## src/hw/rtl/seven_segment_two_wire_display_driver_defines.svh

```systemverilog
// ============================================================================
// Assertion macros for the seven-segment two-wire display driver
// Immediate-style concurrent checks that vanish when SYNTHESIS is defined.
// ============================================================================
`ifndef SEVEN_SEGMENT_TWO_WIRE_DISPLAY_DRIVER_DEFINES_SVH
`define SEVEN_SEGMENT_TWO_WIRE_DISPLAY_DRIVER_DEFINES_SVH

`ifndef SYNTHESIS
// Same-cycle implication, checked at every rising clock edge outside reset.
`define SSD_ASSERT_IMPL(label, clk, rst, ante, cons) \
   label: assert property (@(posedge clk) disable iff (rst) (ante) |-> (cons)) \
      else $error("ssd assertion failed");
// Next-cycle implication, checked at every rising clock edge outside reset.
`define SSD_ASSERT_NEXT(label, clk, rst, ante, cons) \
   label: assert property (@(posedge clk) disable iff (rst) (ante) |=> (cons)) \
      else $error("ssd assertion failed");
`else
`define SSD_ASSERT_IMPL(label, clk, rst, ante, cons)
`define SSD_ASSERT_NEXT(label, clk, rst, ante, cons)
`endif

`endif

```

## src/hw/rtl/ssd_pkg.sv

```systemverilog
// ============================================================================
// Seven-segment display driver package
// Types, command and phase codes, and the segment tables of the driver.
// ============================================================================
`default_nettype none

package ssd_pkg;

   // Display geometry.
   localparam int DIGIT_COUNT   = 4;
   localparam int DISPLAY_COUNT = 2;
   localparam int WORD_COUNT    = 5;
   localparam int BYTE_COUNT    = 2 + DIGIT_COUNT;
   localparam int LAST_BYTE     = BYTE_COUNT - 1;
   localparam int POS_W         = $clog2(BYTE_COUNT);
   localparam int STEP_W        = $clog2(DIGIT_COUNT);

   typedef logic [7:0] seg_type;

   // Command codes; codes above CMD_BRIGHT behave as a tick.
   typedef enum logic [2:0] {
      CMD_TICK    = 3'd0,
      CMD_DECIMAL = 3'd1,
      CMD_TEXT    = 3'd2,
      CMD_CLEAR   = 3'd3,
      CMD_BRIGHT  = 3'd4
   } cmd_type;

   // Line sequencer phases.
   typedef enum logic [3:0] {
      PH_IDLE     = 4'd0,
      PH_START    = 4'd1,
      PH_BIT_LOW  = 4'd2,
      PH_BIT_HIGH = 4'd3,
      PH_ACK_LOW  = 4'd4,
      PH_ACK_HIGH = 4'd5,
      PH_STOP_A   = 4'd6,
      PH_STOP_B   = 4'd7,
      PH_STOP_C   = 4'd8
   } phase_type;

   // Protocol bytes.
   localparam seg_type MODE_BYTE   = 8'h40;
   localparam seg_type ADDR_BYTE   = 8'hC0;
   localparam seg_type BRIGHT_BASE = 8'h87;
   localparam seg_type SEP_MASK    = 8'h80;
   localparam logic [3:0] BRIGHT_MAX = 4'd8;
   localparam logic [13:0] VALUE_WRAP = 14'd10000;

   // Hold times of each phase, in microsecond units.
   localparam logic [2:0] WAIT_START = 3'd2;
   localparam logic [2:0] WAIT_BIT   = 3'd3;
   localparam logic [2:0] WAIT_ACK_L = 3'd5;
   localparam logic [2:0] WAIT_SHORT = 3'd2;

   // Segment patterns of the decimal digits.
   localparam seg_type DIGIT_SEGS [10] = '{
      8'h3f, 8'h06, 8'h5b, 8'h4f, 8'h66, 8'h6d, 8'h7d, 8'h07, 8'h7f, 8'h6f
   };

   // Four-letter words: start, time, bonus, bright, blank.
   localparam seg_type WORD_SEGS [WORD_COUNT][DIGIT_COUNT] = '{
      '{8'h6d, 8'h78, 8'h77, 8'h50},
      '{8'h78, 8'h10, 8'h54, 8'h44},
      '{8'h7c, 8'h5c, 8'h54, 8'h1c},
      '{8'h7c, 8'h50, 8'h10, 8'h6f},
      '{8'h00, 8'h00, 8'h00, 8'h00}
   };

   // Multiples of each digit weight, most significant digit first.
   localparam logic [13:0] DIGIT_MULT [DIGIT_COUNT][10] = '{
      '{14'd0, 14'd1000, 14'd2000, 14'd3000, 14'd4000,
        14'd5000, 14'd6000, 14'd7000, 14'd8000, 14'd9000},
      '{14'd0, 14'd100, 14'd200, 14'd300, 14'd400,
        14'd500, 14'd600, 14'd700, 14'd800, 14'd900},
      '{14'd0, 14'd10, 14'd20, 14'd30, 14'd40,
        14'd50, 14'd60, 14'd70, 14'd80, 14'd90},
      '{14'd0, 14'd1, 14'd2, 14'd3, 14'd4,
        14'd5, 14'd6, 14'd7, 14'd8, 14'd9}
   };

   // Request payload.
   typedef struct packed {
      logic [2:0]  command;
      logic        display_select;
      logic [13:0] value;
      logic        separator;
      logic [2:0]  word_index;
      logic [3:0]  brightness;
   } req_type;

   // Response payload: line levels after the transaction and status.
   typedef struct packed {
      logic clock_line_a;
      logic data_line_a;
      logic clock_line_b;
      logic data_line_b;
      logic busy_res;
      logic rejected;
   } rsp_type;

endpackage

`default_nettype wire

```

## src/hw/rtl/ssd_channels.sv

```systemverilog
// ============================================================================
// Display driver channels
// Valid/ready interfaces for the request and response channels.
// ============================================================================
`default_nettype none

interface ssd_req_if;
   logic            valid;
   logic            ready;
   ssd_pkg::req_type payload;

   modport source (output valid, output payload, input ready);
   modport sink   (input valid, input payload, output ready);
endinterface

interface ssd_rsp_if;
   logic            valid;
   logic            ready;
   ssd_pkg::rsp_type payload;

   modport source (output valid, output payload, input ready);
   modport sink   (input valid, input payload, output ready);
endinterface

`default_nettype wire

```

## src/hw/rtl/seven_segment_two_wire_display_driver.sv

```systemverilog
// ============================================================================
// Seven-segment two-wire display driver
// Plays start, byte and stop sequences on the clock and data lines of two
// four-digit display chips, one microsecond unit per request transaction.
// ============================================================================
// Every request transaction is one time unit: a tick, or a command that
// loads a new sequence when the line sequencer is idle (and is reported as
// rejected otherwise). One transaction is taken per clock cycle while the
// skid register is empty; its result (line levels, busy, rejected) goes into
// the response register, or into a skid register while the response is
// stalled, which keeps the request side open for one more transaction. A
// show-decimal command fills its four digit bytes after acceptance, one
// digit per cycle from a compare-and-subtract converter; those bytes are
// first sent many transactions later. There is no clearing pass after reset.
`default_nettype none
`include "seven_segment_two_wire_display_driver_defines.svh"

module seven_segment_two_wire_display_driver (
   input  logic clock,
   input  logic reset,
   ssd_req_if.sink   req_chan,
   ssd_rsp_if.source rsp_chan
);
   import ssd_pkg::*;

   localparam logic MAX_SEL = 1'(DISPLAY_COUNT - 1);

   // Sequencer state.
   phase_type         phase_ff, phase_in;
   logic [2:0]        wait_ff, wait_in;
   logic [2:0]        bit_ff, bit_in;
   logic [POS_W-1:0]  byte_ff, byte_in;
   logic              target_ff, target_in;
   logic [3:0]        lines_ff, lines_in;
   seg_type           buf_ff [BYTE_COUNT];

   // Digit converter state.
   logic              dig_busy_ff;
   logic [STEP_W-1:0] dig_step_ff;
   logic [13:0]       dig_rem_ff;
   logic              dig_sep_ff;

   // Output stage.
   logic              rsp_valid_ff;
   rsp_type           rsp_data_ff;
   logic              skid_valid_ff;
   rsp_type           skid_data_ff;

   logic              req_fire;
   logic              rsp_pop;
   cmd_type           cmd_c;
   logic              is_cmd;
   logic              accept_cmd;
   logic              rejected_c;
   logic              enter_en;
   phase_type         enter_ph;
   seg_type           rd_byte;
   rsp_type           result_c;
   logic [13:0]       value_wrapped;
   logic [2:0]        word_sel;
   logic [3:0]        bright_sel;
   logic [3:0]        dig_q;
   logic [13:0]       dig_rem_next;
   seg_type           dig_seg;
   logic [POS_W-1:0]  dig_idx;

   // Sets one line of the target display.
   function automatic logic [3:0] put_line(logic [3:0] lv, logic tgt, logic is_data,
                                           logic level);
      logic [1:0] sh;
      sh     = {tgt, is_data};
      lv[sh] = level;
      return lv;
   endfunction

   // Handshake.
   assign req_fire         = req_chan.valid && req_chan.ready;
   assign rsp_pop          = rsp_valid_ff && rsp_chan.ready;
   assign req_chan.ready   = !skid_valid_ff;
   assign rsp_chan.valid   = rsp_valid_ff;
   assign rsp_chan.payload = rsp_data_ff;

   // Command decode and operand conditioning.
   assign cmd_c  = cmd_type'(req_chan.payload.command);
   assign is_cmd = (cmd_c == CMD_DECIMAL) || (cmd_c == CMD_TEXT) ||
                   (cmd_c == CMD_CLEAR) || (cmd_c == CMD_BRIGHT);
   assign accept_cmd = req_fire && is_cmd && (phase_ff == PH_IDLE);
   assign value_wrapped = (req_chan.payload.value >= VALUE_WRAP)
                        ? req_chan.payload.value - VALUE_WRAP : req_chan.payload.value;
   assign word_sel   = (req_chan.payload.word_index > 3'(WORD_COUNT - 1))
                     ? 3'(WORD_COUNT - 1) : req_chan.payload.word_index;
   assign bright_sel = (req_chan.payload.brightness > BRIGHT_MAX)
                     ? BRIGHT_MAX : req_chan.payload.brightness;

   // Line sequencer: one time unit per transaction, then the entry actions.
   always_comb begin
      phase_in   = phase_ff;
      wait_in    = wait_ff;
      bit_in     = bit_ff;
      byte_in    = byte_ff;
      target_in  = target_ff;
      lines_in   = lines_ff;
      rejected_c = 1'b0;
      enter_en   = 1'b0;
      enter_ph   = PH_IDLE;
      rd_byte    = '0;

      if (accept_cmd) begin
         target_in = (req_chan.payload.display_select > MAX_SEL)
                   ? MAX_SEL : req_chan.payload.display_select;
         byte_in   = (cmd_c == CMD_BRIGHT) ? POS_W'(LAST_BYTE) : '0;
         bit_in    = '0;
         enter_en  = 1'b1;
         enter_ph  = PH_START;
      end else if (req_fire && phase_ff != PH_IDLE) begin
         rejected_c = is_cmd;
         if (wait_ff > 3'd1) begin
            wait_in = wait_ff - 3'd1;
         end else begin
            wait_in = '0;
            case (phase_ff)
               PH_START: begin
                  lines_in = put_line(lines_in, target_in, 1'b1, 1'b0);
                  bit_in   = '0;
                  enter_en = 1'b1;
                  enter_ph = PH_BIT_LOW;
               end
               PH_BIT_LOW: begin
                  enter_en = 1'b1;
                  enter_ph = PH_BIT_HIGH;
               end
               PH_BIT_HIGH: begin
                  enter_en = 1'b1;
                  if (bit_ff < 3'd7) begin
                     bit_in   = bit_ff + 3'd1;
                     enter_ph = PH_BIT_LOW;
                  end else begin
                     enter_ph = PH_ACK_LOW;
                  end
               end
               PH_ACK_LOW: begin
                  enter_en = 1'b1;
                  enter_ph = PH_ACK_HIGH;
               end
               PH_ACK_HIGH: begin
                  lines_in = put_line(lines_in, target_in, 1'b0, 1'b0);
                  enter_en = 1'b1;
                  if (byte_ff == '0 || byte_ff >= POS_W'(LAST_BYTE)) begin
                     enter_ph = PH_STOP_A;
                  end else begin
                     byte_in  = byte_ff + POS_W'(1);
                     bit_in   = '0;
                     enter_ph = PH_BIT_LOW;
                  end
               end
               PH_STOP_A: begin
                  enter_en = 1'b1;
                  enter_ph = PH_STOP_B;
               end
               PH_STOP_B: begin
                  enter_en = 1'b1;
                  enter_ph = PH_STOP_C;
               end
               PH_STOP_C: begin
                  lines_in = put_line(lines_in, target_in, 1'b1, 1'b1);
                  if (byte_ff == '0) begin
                     byte_in  = POS_W'(1);
                     enter_en = 1'b1;
                     enter_ph = PH_START;
                  end else begin
                     phase_in = PH_IDLE;
                  end
               end
               default: begin
                  phase_in = PH_IDLE;
               end
            endcase
         end
      end

      // Entry actions of the new phase.
      if (enter_en) begin
         phase_in = enter_ph;
         case (enter_ph)
            PH_START: begin
               lines_in = put_line(lines_in, target_in, 1'b0, 1'b1);
               lines_in = put_line(lines_in, target_in, 1'b1, 1'b1);
               wait_in  = WAIT_START;
            end
            PH_BIT_LOW: begin
               if (byte_in < POS_W'(BYTE_COUNT)) begin
                  rd_byte = buf_ff[byte_in];
               end
               lines_in = put_line(lines_in, target_in, 1'b0, 1'b0);
               lines_in = put_line(lines_in, target_in, 1'b1, rd_byte[bit_in]);
               wait_in  = WAIT_BIT;
            end
            PH_BIT_HIGH: begin
               lines_in = put_line(lines_in, target_in, 1'b0, 1'b1);
               wait_in  = WAIT_BIT;
            end
            PH_ACK_LOW: begin
               lines_in = put_line(lines_in, target_in, 1'b0, 1'b0);
               wait_in  = WAIT_ACK_L;
            end
            PH_ACK_HIGH: begin
               lines_in = put_line(lines_in, target_in, 1'b0, 1'b1);
               wait_in  = WAIT_SHORT;
            end
            PH_STOP_A: begin
               lines_in = put_line(lines_in, target_in, 1'b0, 1'b0);
               wait_in  = WAIT_SHORT;
            end
            PH_STOP_B: begin
               lines_in = put_line(lines_in, target_in, 1'b1, 1'b0);
               wait_in  = WAIT_SHORT;
            end
            PH_STOP_C: begin
               lines_in = put_line(lines_in, target_in, 1'b0, 1'b1);
               wait_in  = WAIT_SHORT;
            end
            default: begin
               phase_in = PH_IDLE;
               wait_in  = '0;
            end
         endcase
      end
   end

   // Result of this transaction.
   always_comb begin
      result_c.clock_line_a = lines_in[0];
      result_c.data_line_a  = lines_in[1];
      result_c.clock_line_b = lines_in[2];
      result_c.data_line_b  = lines_in[3];
      result_c.busy_res     = (phase_in != PH_IDLE);
      result_c.rejected     = rejected_c;
   end

   // Digit converter: one decimal digit per cycle, most significant first.
   always_comb begin
      dig_q = '0;
      for (int m = 1; m < 10; m++) begin
         if (dig_rem_ff >= DIGIT_MULT[dig_step_ff][m]) begin
            dig_q = 4'(m);
         end
      end
      dig_rem_next = dig_rem_ff - DIGIT_MULT[dig_step_ff][dig_q];
      dig_seg      = DIGIT_SEGS[dig_q];
      if (dig_sep_ff && dig_step_ff == STEP_W'(1)) begin
         dig_seg = dig_seg | SEP_MASK;
      end
      dig_idx = POS_W'(2) + POS_W'(dig_step_ff);
   end

   // Sequencer registers.
   always_ff @(posedge clock) begin
      if (reset) begin
         phase_ff  <= PH_IDLE;
         wait_ff   <= '0;
         bit_ff    <= '0;
         byte_ff   <= '0;
         target_ff <= 1'b0;
         lines_ff  <= 4'hF;
      end else begin
         phase_ff  <= phase_in;
         wait_ff   <= wait_in;
         bit_ff    <= bit_in;
         byte_ff   <= byte_in;
         target_ff <= target_in;
         lines_ff  <= lines_in;
      end
   end

   // Digit converter control.
   always_ff @(posedge clock) begin
      if (reset) begin
         dig_busy_ff <= 1'b0;
      end else if (accept_cmd) begin
         dig_busy_ff <= (cmd_c == CMD_DECIMAL);
      end else if (dig_busy_ff && dig_step_ff == STEP_W'(DIGIT_COUNT - 1)) begin
         dig_busy_ff <= 1'b0;
      end
   end

   // Byte buffer and converter data; a new command overrides the converter.
   always_ff @(posedge clock) begin
      if (dig_busy_ff) begin
         buf_ff[dig_idx] <= dig_seg;
         dig_rem_ff      <= dig_rem_next;
         dig_step_ff     <= dig_step_ff + STEP_W'(1);
      end
      if (accept_cmd) begin
         case (cmd_c)
            CMD_BRIGHT: begin
               buf_ff[LAST_BYTE] <= BRIGHT_BASE + 8'(bright_sel);
            end
            CMD_DECIMAL: begin
               buf_ff[0]   <= MODE_BYTE;
               buf_ff[1]   <= ADDR_BYTE;
               dig_rem_ff  <= value_wrapped;
               dig_step_ff <= '0;
               dig_sep_ff  <= req_chan.payload.separator;
            end
            CMD_TEXT: begin
               buf_ff[0] <= MODE_BYTE;
               buf_ff[1] <= ADDR_BYTE;
               for (int i = 0; i < DIGIT_COUNT; i++) begin
                  buf_ff[2 + i] <= WORD_SEGS[word_sel][i];
               end
            end
            default: begin
               buf_ff[0] <= MODE_BYTE;
               buf_ff[1] <= ADDR_BYTE;
               for (int i = 0; i < DIGIT_COUNT; i++) begin
                  buf_ff[2 + i] <= '0;
               end
            end
         endcase
      end
   end

   // Response register with a skid register behind it.
   always_ff @(posedge clock) begin
      if (reset) begin
         rsp_valid_ff  <= 1'b0;
         skid_valid_ff <= 1'b0;
      end else if (rsp_pop) begin
         if (skid_valid_ff) begin
            skid_valid_ff <= 1'b0;
         end else begin
            rsp_valid_ff <= req_fire;
         end
      end else if (req_fire) begin
         if (rsp_valid_ff) begin
            skid_valid_ff <= 1'b1;
         end else begin
            rsp_valid_ff <= 1'b1;
         end
      end
   end

   always_ff @(posedge clock) begin
      if (rsp_pop && skid_valid_ff) begin
         rsp_data_ff <= skid_data_ff;
      end else if (req_fire && (rsp_pop || !rsp_valid_ff)) begin
         rsp_data_ff <= result_c;
      end else if (req_fire) begin
         skid_data_ff <= result_c;
      end
   end

   // A full skid register always has a transaction ahead of it.
   `SSD_ASSERT_IMPL(a_skid_behind_rsp, clock, reset, skid_valid_ff, rsp_valid_ff)
   // A skid transaction is kept until the response register frees.
   `SSD_ASSERT_NEXT(a_skid_held, clock, reset, skid_valid_ff && !rsp_pop, skid_valid_ff)
   // An idle sequencer has no hold time left.
   `SSD_ASSERT_IMPL(a_idle_no_wait, clock, reset, phase_ff == PH_IDLE, wait_ff == '0)
   // While display a is addressed, the lines of display b stay high.
   `SSD_ASSERT_IMPL(a_other_lines_high, clock, reset, target_ff == 1'b0, lines_ff[3:2] == 2'b11)
   // A show-decimal command starts the converter and the start phase.
   `SSD_ASSERT_NEXT(a_decimal_start, clock, reset, accept_cmd && cmd_c == CMD_DECIMAL, dig_busy_ff && phase_ff == PH_START)

endmodule

`default_nettype wire

```

## src/flat_wrapper.sv

```systemverilog
// flat-port wrapper written by rule: the top's interface ports become plain ports
module seven_segment_two_wire_display_driver_flat import ssd_pkg::*;
  (clock, reset, req_chan_valid, req_chan_payload, req_chan_ready, rsp_chan_valid, rsp_chan_payload, rsp_chan_ready);
  ssd_req_if req_chan_i ();
  ssd_rsp_if rsp_chan_i ();
  input  logic clock;
  input  logic reset;
  input wire logic [$bits(req_chan_i.valid)-1:0] req_chan_valid;
  input wire logic [$bits(req_chan_i.payload)-1:0] req_chan_payload;
  output wire logic [$bits(req_chan_i.ready)-1:0] req_chan_ready;
  output wire logic [$bits(rsp_chan_i.valid)-1:0] rsp_chan_valid;
  output wire logic [$bits(rsp_chan_i.payload)-1:0] rsp_chan_payload;
  input wire logic [$bits(rsp_chan_i.ready)-1:0] rsp_chan_ready;
  assign req_chan_i.valid = req_chan_valid;
  assign req_chan_i.payload = req_chan_payload;
  assign req_chan_ready = req_chan_i.ready;
  assign rsp_chan_valid = rsp_chan_i.valid;
  assign rsp_chan_payload = rsp_chan_i.payload;
  assign rsp_chan_i.ready = rsp_chan_ready;
  seven_segment_two_wire_display_driver u_core (.clock(clock), .reset(reset), .req_chan(req_chan_i), .rsp_chan(rsp_chan_i));
endmodule
```

## config.mk

```make
export PLATFORM = sky130hd
export DESIGN_NAME = seven_segment_two_wire_display_driver_flat
export DESIGN_NICKNAME = d
export VERILOG_FILES = /design/src/hw/rtl/ssd_pkg.sv /design/src/hw/rtl/ssd_channels.sv /design/src/hw/rtl/seven_segment_two_wire_display_driver.sv /design/src/flat_wrapper.sv
export VERILOG_INCLUDE_DIRS = /design/src /design/src/hw/rtl
export SDC_FILE = /design/constraint.sdc
export NUM_CORES = 1
export LEC_CHECK = 0
export BUFFER_PORTS_ARGS = -buffer_cell sky130_fd_sc_hd__buf_2
export CORE_MARGIN = 1.5
export CORE_UTILIZATION = 55
export DETAILED_ROUTE_END_ITERATION = 8
export GPL_TIMING_DRIVEN = 0
export PLACE_DENSITY = 0.76
export SLEW_MARGIN = 10
export SYNTH_ARGS = -nofsm -noshare
export SYNTH_HDL_FRONTEND = slang
export SYNTH_SLANG_ARGS = --single-unit
```

## constraint.sdc

```tcl
create_clock -name clock -period 9.05 [get_ports clock]
set_clock_uncertainty 0.1 [all_clocks]
set_input_delay 1.3575 -clock clock [delete_from_list [all_inputs] [get_ports clock]]
set_output_delay 1.3575 -clock clock [all_outputs]
set_load 0.02 [all_outputs]
```

==> PnR_summary.wiki, run 1 <==
{| class="wikitable"
! Metric !! Value
|-
| Run status || completed
|-
| Maximum fanout count along the critical path || 12
|-
| Number of pins exceeding their max-slew limit in the final report || 0
|-
| Area occupied by multi-input gates || 4780 µm²
|-
| Number of global-route vias before repair || 6103
|-
| Finished Cell Area || 7840 µm²
|-
| Final #Nets || 1011
|-
| Fraction of final layout cells with drive strength greater than 1 || 8.73%
|-
| Average instance area after synthesis || 8.38 µm²
|-
| Leftover overflow at the end of global routing || 0
|-
| Final cell count without fillers || between 1000 and 1500
|-
| Number of antenna diodes || 0
|-
| Count of TritonRoute iterations in the first routing pass || 5
|-
| Hold Vio Cnt, Final || 0
|-
| Syn-to-layout area delta || 9.54%
|-
| Logic depth of the worst register-to-register path || 28
|-
| Clk root buf || clkbuf_16
|-
| P_leak || just over 3 nW
|-
| Total routed wirelength || 18900 µm
|-
| Remaining max-slew budget at the tightest pin || 32.7%
|-
| Fin crit share || 92.4%
|-
| Final RePlAce weighted congestion || slightly below 1
|-
| Port Buffers || 35
|-
| TritonCTS clock tree || done
|-
| Minimum setup slack among reg-to-reg paths || 690 ps
|-
| Post-DR wirelength/cell || between 15 and 20 µm
|-
| Proportion of netlist area held by the largest area contributor || 18.9%
|-
| Top-Level Pins || 38
|-
| Number of enable flip-flop cells after synthesis || 45
|-
| Clock period minus final worst setup slack || 8360 ps
|-
| TritonCTS sink count || 82
|-
| Data arrival time of the critical path || 8520 ps
|-
| Crit. End Element || flip-flop
|-
| Depth of the CTS H-tree || 3
|-
| Via density per instance || slightly above 6
|-
| # rows || ~40
|-
| Startpoint of the most critical register-to-register path || u_core.dig_step_ff[1]$_DFF_P_
|-
| Initial standard-cell utilization of the core || 56.5%
|-
| Number of warnings reported in the yosys synthesis log || 0
|-
| Maximum VDD drop || around 0.32 mV
|-
| Die X-Extent || around 120 µm
|-
| Area taken by flip-flops and latches || 2090 µm²
|-
| Power density over the cells || 360 nW/µm²
|-
| Maximum number of pins on one net before global-route repair || 18
|-
| Final standard cell utilization of the core || 61.9%
|-
| Count of cells resized by post-cts repair || 0
|-
| Post-detail-place hpwl || 14400 µm
|-
| Area post-placement || 7550 µm²
|-
| Worst Hold Class || reg -> reg
|-
| Full die area || around 14000 µm²
|-
| Number of antenna-violating nets in the routed design || 0
|-
| Antenna violations before repair || 0
|-
| Final setup fails || 0
|-
| Core Region || 12700 µm²
|-
| Cell type contributing the most total cell area after synthesis || edfxtp_1
|-
| Total negative slack for setup checks || 0 ps
|-
| Worst r2r dst || u_core.dig_rem_ff[12]$_DFF_P_
|-
| Highest achievable clock rate || 120 MHz
|-
| Number of distinct library cells after synthesis || 73
|-
| CTS buffer count || 9
|-
| Post-synthesis cell area || 7160 µm²
|-
| Filler cells || 1166
|-
| Hold Buf Count CTS || 0
|-
| Share of the yosys chip area belonging to registers || 29.2%
|-
| Synthesized netlist cell count || 854
|-
| Worst-case clock buffer depth || 2
|-
| CP dominant cell by count || a21oi_1
|-
| Launch point of the critical path || u_core.dig_step_ff[1]$_DFF_P_
|-
| Skew-Pair Late Insertion Delay || 360 ps
|-
| Setup Buffers After CTS || 0
|-
| Flops & latches, synth || 82
|-
| Reg clk slew, reported paths || 70 ps
|-
| Setup repair after global routing missed its margin || false
|-
| Required time of the worst setup path || 9200 ps
|-
| Worst path slowest cell || dfxtp_1
|-
| Max Cap Viol || 0
|-
| Overall routing resource usage || between 20% and 30%
|-
| Largest cells by area after synthesis || edfxtp_1, ha_1, dfxtp_1
|-
| Setup crit start kind || flip-flop
|-
| Iter 0 DRT Violations || around 710
|-
| Category of the critical setup timing path || reg -> reg
|-
| Ys async rst share || 0%
|-
| DR vias || 6687
|-
| Global-route wire length before repair || 30500 µm
|-
| # DRC || 0
|-
| Worst hold slack || 435 ps
|-
| Worst stage delay on the critical path || 660 ps
|-
| Most frequent cells in the layout || nand2_1, ha_1, nor2_1
|-
| Synthesized netlist net count || a little under 1000
|-
| Top flip-flop cell by instance count after synthesis || edfxtp_1
|-
| Count of placed standard cells including taps || 1061
|-
| Last element of the critical path || u_core.dig_rem_ff[12]$_DFF_P_
|-
| Worst-margin pin slew || roughly 1000 ps
|-
| Die Y || 117 µm
|}
## synth_stat cells, types with 10 or more instances
library cell / count
nor4_1: 10
a31oi_1: 11
nor3_1: 21
edfxtp_1: 45
a21oi_1: 67
a21o_1: 13
ha_1: 80
inv_1: 37
or2_2: 10
nand2_1: 80
o21ai_0: 57
nor2_1: 68
xnor2_1: 18
clkbuf_1: 27
and3_1: 13
nand3_1: 26
o211ai_1: 13
dfxtp_1: 37
a211oi_1: 11
mux2i_1: 29
nor2b_1: 19
o22ai_1: 14
## worst max-delay path: cells and delay by family (launching register included)
| kind | cells | cell delay (ps) |
|---|---|---|
| adder cells (fa/ha/maj) | 3 | 1280 |
| multiplexers | 1 | 250 |
| AO/OA/AOI/OAI | 14 | 3580 |
| buffers and inverters | 5 | 1620 |
| AND/OR/NAND/NOR | 5 | 770 |
| flip-flops | 1 | 660 |
## per-stage QoR
step	power [mW]	setup WS (ps)
floorplan	1.98	2580
global placement	2.39	856
detailed placement	2.41	900
CTS	2.79	866
global route	3.08	25.1
finish	2.82	685
## sequential cells by signal, summed over array words and instances, names as in the netlist
signal / cells
u_core.phase_ff: 4
u_core.wait_ff: 3
u_core.dig_busy_ff: 1
u_core.target_ff: 1
u_core.bit_ff: 3
u_core.dig_sep_ff: 1
u_core.skid_data_ff: 6
u_core.rsp_chan.valid: 1
u_core.skid_valid_ff: 1
u_core.lines_ff: 4
u_core.dig_step_ff: 2
u_core.buf_ff: 32
u_core.byte_ff: 3
u_core.rsp_chan.payload: 6
u_core.dig_rem_ff: 14
## report_power, final
part	switching, mW	total [mW]	internal [mW]
Clock	0.172	0.367	0.195
Combinational	1.10	1.86	0.765
Sequential	0.120	0.592	0.472
## metal layers
layer | vias up | global-route usage (%) | wire [µm]
met5 | - | 0 | 0
met4 | 0 | 12.9 | 612
met3 | 48 | 4.33 | 1020
met2 | 233 | 46.8 | 8810
met1 | 3107 | 38.1 | 8460
li1 | 3299 | - | -
## logic make-up (layout without fill, tap and decap cells)
| family | count (synthesis) | count (layout) | share of synthesized area, % |
|---|---|---|---|
| fa+ha+maj | 81 | 81 | 14.3 |
| xor+xnor | 21 | 21 | 2.57 |
| compound gates | 258 | 258 | 23.5 |
| mux | 36 | 36 | 5.21 |
| flops | 82 | 82 | 29.2 |
| buf+inv | 72 | 123 | 3.93 |
| simple gates | 304 | 304 | 21.3 |
## worst min-delay path by stage
stage | startpoint | to | slack [ps] | depth (start not counted)
6_report | u_core.wait_ff[2]$_SDFFE_PP0P_ | u_core.wait_ff[2]$_SDFFE_PP0P_ | 440 | 2
5_1_grt | u_core.wait_ff[2]$_SDFFE_PP0P_ | u_core.wait_ff[2]$_SDFFE_PP0P_ | 470 | 2
4_1_cts | u_core.wait_ff[2]$_SDFFE_PP0P_ | u_core.wait_ff[2]$_SDFFE_PP0P_ | 420 | 2
3_5_place_dp | u_core.wait_ff[2]$_SDFFE_PP0P_ | u_core.wait_ff[2]$_SDFFE_PP0P_ | 410 | 2
3_3_place_gp | u_core.wait_ff[2]$_SDFFE_PP0P_ | u_core.wait_ff[2]$_SDFFE_PP0P_ | 410 | 2
2_1_floorplan | u_core.wait_ff[2]$_SDFFE_PP0P_ | u_core.wait_ff[2]$_SDFFE_PP0P_ | 380 | 2
## cell type report
cell class / count / area share [%]
Sequential cell: 82 / 26.7
Clock buffer: 9 / 2.87
Timing Repair Buffer: 35 / 2.23
Buffer: 33 / 1.72
Inverter: 39 / 1.87
Tap cell: 172 / 2.74
Multi-Input combinational cell: 700 / 61.0
Clock inverter: 7 / 0.862
Power figures use the tool's default switching activity.
==> run 2: changes to the inputs <==
PLACE_DENSITY = 0.73   (was 0.76)
RECOVER_POWER = 50   (was unset)
==> PnR_summary.wiki, run 2 (synthesis results as in run 1) <==
{| class="wikitable"
! Metric !! Value
|-
| Run status || finished, violations left
|-
| Failing checks || max-capacitance violations, max-slew violations
|-
| Worst-case clock buffer depth || 2
|-
| Number of global-route vias before repair || 6606
|-
| Post-DR wirelength/cell || 19.1 µm
|-
| Final standard cell utilization of the core || 61.7%
|-
| Reg clk slew, reported paths || 70 ps
|-
| Area taken by flip-flops and latches || approximately 2100 µm²
|-
| Launch point of the critical path || u_core.dig_step_ff[1]$_DFF_P_
|-
| # rows || 41
|-
| Port Buffers || 35
|-
| Overall routing resource usage || 31.3%
|-
| Full die area || 13700 µm²
|-
| Total routed wirelength || 20700 µm
|-
| Highest achievable clock rate || 117 MHz
|-
| Antenna violations before repair || 0
|-
| Maximum VDD drop || 0.336 mV
|-
| Number of pins exceeding their max-slew limit in the final report || 9
|-
| DR vias || 6890
|-
| Worst Hold Class || reg -> reg
|-
| Setup crit start kind || flip-flop
|-
| Fin crit share || 94.7%
|-
| Switching power as a share of total power || between 40% and 50%
|-
| Required time of the worst setup path || 9180 ps
|-
| Global-route wire length before repair || approximately 33000 µm
|-
| Crit. End Element || flip-flop
|-
| Net load switching power || 1.41 mW
|-
| Die X-Extent || ~120 µm
|-
| Worst stage delay on the critical path || 650 ps
|-
| Syn-to-layout area delta || 9.23%
|-
| Iter 0 DRT Violations || 628
|-
| Remaining max-slew budget at the tightest pin || -11.6%
|-
| TritonCTS sink count || 82
|-
| Worst path slowest cell || dfxtp_1
|-
| Final RePlAce weighted congestion || 0.972
|-
| Number of antenna-violating nets in the routed design || 0
|-
| Startpoint of the most critical register-to-register path || u_core.dig_step_ff[1]$_DFF_P_
|-
| Register with the most flip-flops || u_core.buf_ff
|-
| Via density per instance || 6.38
|-
| Total Power || 2.85 mW
|-
| Category of the critical setup timing path || reg -> reg
|-
| Final #Nets || 1014
|-
| Clk root buf || clkbuf_16
|-
| Most frequent cells in the layout || nand2_1, ha_1, a21oi_1, nor2_1, o21ai_0
|-
| Depth of the CTS H-tree || 3
|-
| Combinational power share || approximately 67%
|-
| Initial standard-cell utilization of the core || 56.5%
|-
| Largest register FFs || 32
|-
| Clock network fraction of total power || about an eighth
|-
| Power density over the cells || roughly 370 nW/µm²
|-
| Max Cap Viol || 1
|-
| Hold Vio Cnt, Final || 0
|-
| Skew-Pair Late Insertion Delay || 350 ps
|-
| Relative contribution of sequential cells to total power || 20.8%
|-
| Leftover overflow at the end of global routing || 0
|-
| Logic depth of the worst register-to-register path || 28
|-
| Area occupied by multi-input gates || 4760 µm²
|-
| CTS buffer count || 9
|-
| Filler cells || ~1100
|-
| Count of TritonRoute iterations in the first routing pass || 5
|-
| Hold_sp || u_core.wait_ff[2]$_SDFFE_PP0P_
|-
| # DRC || 0
|-
| Data arrival time of the critical path || 8700 ps
|-
| Hold Buf Count CTS || 0
|-
| Largest registers || u_core.buf_ff x32, u_core.dig_rem_ff x14
|-
| Die Y || roughly 120 µm
|-
| Worst hold path depth || 2
|-
| Count of placed standard cells including taps || 1061
|-
| Int Power || 1.44 mW
|-
| TritonCTS clock tree || done
|-
| Fraction of final layout cells with drive strength greater than 1 || 7.38%
|-
| Final cell count without fillers || 1080
|-
| Number of antenna diodes || 0
|-
| Core Region || 12700 µm²
|-
| Maximum number of pins on one net before global-route repair || 17
|-
| Post-detail-place hpwl || 15600 µm
|-
| Total negative slack for setup checks || 0 ps
|-
| Top-Level Pins || 38
|-
| Clock period minus final worst setup slack || 8570 ps
|-
| Maximum fanout count along the critical path || 12
|-
| P_leak || 3.00 nW
|-
| Final setup fails || 0
|-
| Worst-margin pin slew || 1660 ps
|}
-- run 2: power by group through the flow --
| stage | Clock (mW) | Sequential, mW | Combinational, mW |
|---|---|---|---|
| 2_1_floorplan | 0 | 0.549 | 1.43 |
| 6_report | 0.357 | 0.595 | 1.90 |
| 4_1_cts | 0.361 | 0.590 | 1.85 |
| 5_1_grt | 0.377 | 0.600 | 2.13 |
| 3_5_place_dp | 0 | 0.598 | 1.83 |
| 3_3_place_gp | 0 | 0.594 | 1.78 |
-- run 2: area by class of cell --
| class | count | area share (%) |
|---|---|---|
| inverters | 39 | 1.87 |
| plain buffers | 33 | 1.70 |
| flip-flops and latches | 82 | 26.8 |
| repair buffers | 38 | 2.37 |
| clock inverters | 7 | 0.736 |
| multi-input cells | 700 | 60.9 |
| well taps | 172 | 2.75 |
| clock buffers | 9 | 2.88 |
-- run 2: worst paths after layout --
check,endpoint,slack (ps)
worst max-delay path,u_core.dig_rem_ff[12]$_DFF_P_,480
worst min-delay path,u_core.wait_ff[2]$_SDFFE_PP0P_,420
worst max register to register,u_core.dig_rem_ff[12]$_DFF_P_,480
worst min register to register,u_core.wait_ff[2]$_SDFFE_PP0P_,420
-- run 2: routing by layer --
metal | wire [µm] | track usage, % | vias up
met5 | 0 | 0 | -
met4 | 990 | 16.7 | 0
met3 | 1200 | 4.94 | 80
met2 | 9750 | 52.4 | 281
met1 | 8730 | 38.9 | 3218
li1 | - | - | 3311
-- run 2: repair_timing --
item / 4_1_cts / 5_1_grt
resized for setup: 0 / 0
buffers inserted: 0 / 3
endpoints found under the setup margin: 0 / 2
-- run 2: worst max-delay path, delay by kind of cell (launching register included) --
kind | cells | cell delay, ps
compound gates | 14 | 3980
fa+ha+maj | 3 | 1060
buf+inv | 6 | 1880
flops | 1 | 650
mux | 1 | 240
simple gates | 4 | 520
-- run 2: metrics by stage --
stage          instance area, µm²  setup WS, ps  hold WS (ps)
2_1_floorplan                7160          2580           375
4_1_cts                      7830           464           427
5_1_grt                      7820         -34.4           468
6_report                     7820           481           425
3_5_place_dp                 7550           493           417
3_3_place_gp                 7550           699           419
==> run 3: changes to the inputs <==
CTS_BUF_LIST = sky130_fd_sc_hd__clkbuf_4 sky130_fd_sc_hd__clkbuf_8   (was unset)
clock period = 7.9 ns   (was 9.05 ns; I/O delays follow)
==> PnR_summary.wiki, run 3 (synthesis results as in run 1) <==
{| class="wikitable"
! Metric !! Value
|-
| Syn-to-layout area delta || 8.79%
|-
| Data arrival time of the critical path || around 7700 ps
|-
| Final #Nets || ~1000
|-
| Clk root buf || clkbuf_8
|-
| Port Buffers || 35
|-
| Core Region || 12700 µm²
|-
| Net load switching power || approximately 1.6 mW
|-
| Setup crit start kind || flip-flop
|-
| Total routed wirelength || 20700 µm
|-
| Final setup fails || 0
|-
| TritonCTS clock tree || done
|-
| Overall routing resource usage || 31.2%
|-
| Relative contribution of sequential cells to total power || 21.2%
|-
| Logic depth of the worst register-to-register path || 28
|-
| CTS buffer count || 9
|-
| Number of antenna-violating nets in the routed design || 0
|-
| Commonest non-fill, non-tap cell in the layout || nand2_1
|-
| Post-detail-place hpwl || 15600 µm
|-
| # rows || 41
|-
| Full die area || 13700 µm²
|-
| Global-route wire length before repair || ~33000 µm
|-
| Iter 0 DRT Violations || 621
|-
| Largest registers || u_core.buf_ff x32, u_core.dig_rem_ff x14
|-
| Power density over the cells || 412 nW/µm²
|-
| Switching power as a share of total power || 50.6%
|-
| Maximum number of pins on one net before global-route repair || 17
|-
| Antenna violations before repair || 0
|-
| Worst stage delay on the critical path || ~490 ps
|-
| Setup repair after global routing missed its margin || true
|-
| Die Y || approximately 120 µm
|-
| Max Cap Viol || 1
|-
| Via density per instance || 6.39
|-
| Worst Hold Class || reg -> reg
|-
| Failing checks || max-capacitance violations, max-slew violations
|-
| Crit. End Element || flip-flop
|-
| Fin crit share || a little over nine tenths
|-
| Clock network fraction of total power || 9.2%
|-
| Total Power || 3.21 mW
|-
| Most frequent cells in the layout || nand2_1, ha_1, a21oi_1, nor2_1, o21ai_0
|-
| Maximum fanout count along the critical path || 12
|-
| Required time of the worst setup path || about 8000 ps
|-
| Die X-Extent || 117 µm
|-
| Fraction of final layout cells with drive strength greater than 1 || 9.00%
|-
| Largest register FFs || 32
|-
| Post-DR wirelength/cell || between 15 and 20 µm
|-
| Reg clk slew, reported paths || 90 ps
|-
| Skew-Pair Late Insertion Delay || roughly 380 ps
|-
| Top-Level Pins || 38
|-
| Worst-case clock buffer depth || 2
|-
| Number of global-route vias before repair || between 6000 and 7000
|-
| Worst-margin pin slew || 1680 ps
|-
| Final standard cell utilization of the core || between 60% and 70%
|-
| Highest achievable clock rate || 133 MHz
|-
| Hold Buf Count CTS || 0
|-
| Run status || finished, violations left
|-
| Leftover overflow at the end of global routing || 0
|-
| Int Power || 1.59 mW
|-
| TritonCTS sink count || 82
|-
| Depth of the CTS H-tree || 3
|-
| Remaining max-slew budget at the tightest pin || -12.9%
|-
| Combinational power share || 69.6%
|-
| Number of antenna diodes || 0
|-
| # DRC || 0
|-
| Number of pins exceeding their max-slew limit in the final report || 9
|-
| P_leak || about 3.0 nW
|-
| Final RePlAce weighted congestion || 0.972
|-
| Maximum VDD drop || between 0.3 and 0.4 mV
|-
| Clock period minus final worst setup slack || 7520 ps
|-
| DR vias || ~7000
|-
| Worst hold path depth || 2
|-
| Count of TritonRoute iterations in the first routing pass || 5
|-
| Hold Vio Cnt, Final || 0
|-
| Initial standard-cell utilization of the core || 56.5%
|-
| Category of the critical setup timing path || reg -> reg
|-
| Worst path slowest cell || dfxtp_1
|-
| Register with the most flip-flops || u_core.buf_ff
|}
-- run 3: cell type report --
| class | instances | area, µm² |
|---|---|---|
| fill | 1154 | 4880 |
| multi-input combinational | 700 | 4800 |
| sequential | 82 | 2090 |
| timing repair buffer | 43 | 223 |
| tap | 172 | 215 |
| inverter | 39 | 154 |
| buffer | 31 | 126 |
| clock buffer | 9 | 124 |
| clock inverter | 7 | 57.6 |
-- run 3: what timing repair did --
| item | in CTS | in global routing |
|---|---|---|
| buffers inserted | 5 | 3 |
| endpoints found under the setup margin | 7 | 6 |
| resized for setup | 4 | 8 |
| pin swaps | 1 | 1 |
-- run 3: worst paths after layout --
| kind | start | endpoint | slack (ps) |
|---|---|---|---|
| worst max-delay path | u_core.dig_step_ff[1]$_DFF_P_ | u_core.dig_rem_ff[13]$_DFF_P_ | 380 |
| worst min-delay path | u_core.wait_ff[2]$_SDFFE_PP0P_ | u_core.wait_ff[2]$_SDFFE_PP0P_ | 430 |
| worst max register to register | u_core.dig_step_ff[1]$_DFF_P_ | u_core.dig_rem_ff[13]$_DFF_P_ | 380 |
| worst min register to register | u_core.wait_ff[2]$_SDFFE_PP0P_ | u_core.wait_ff[2]$_SDFFE_PP0P_ | 430 |
-- run 3: critical path, delay by kind of cell (launching register included) --
family / cells / cell delay, ps
AND/OR/NAND/NOR: 4 / 920
adder cells (fa/ha/maj): 3 / 1000
XOR/XNOR: 1 / 160
AO/OA/AOI/OAI: 14 / 3190
flip-flops: 1 / 490
buffers and inverters: 6 / 1580
-- run 3: power by group through the flow --
| stage | clock network (mW) | registers [mW] | logic (mW) |
|---|---|---|---|
| 3_3_place_gp | 0 | 0.680 | 2.04 |
| 2_1_floorplan | 0 | 0.629 | 1.64 |
| 4_1_cts | 0.301 | 0.675 | 2.16 |
| 5_1_grt | 0.317 | 0.688 | 2.49 |
| 3_5_place_dp | 0 | 0.685 | 2.10 |
| 6_report | 0.297 | 0.681 | 2.23 |
-- run 3: per-stage QoR --
| step | hold WS, ps | worst slack (ps) | TNS [ps] | cells | area [µm²] |
|---|---|---|---|---|---|
| global route | 472 | -76.1 | -76.1 | 1083 | 7790 |
| CTS | 431 | 69.4 | 0 | 1082 | 7790 |
| floorplan | 375 | 1430 | 0 | 854 | 7160 |
| detailed placement | 417 | -657 | -2160 | 1061 | 7550 |
| global placement | 419 | -451 | -1070 | 1061 | 7550 |
| finish | 433 | 377 | 0 | 1083 | 7790 |
-- run 3: metal layers --
layer,up-vias,track usage (%),routed length (µm)
met4,0,16.7,1040
li1,3318,-,-
met3,82,4.22,1160
met1,3243,38.5,8690
met2,281,53.1,9800
met5,-,0,0
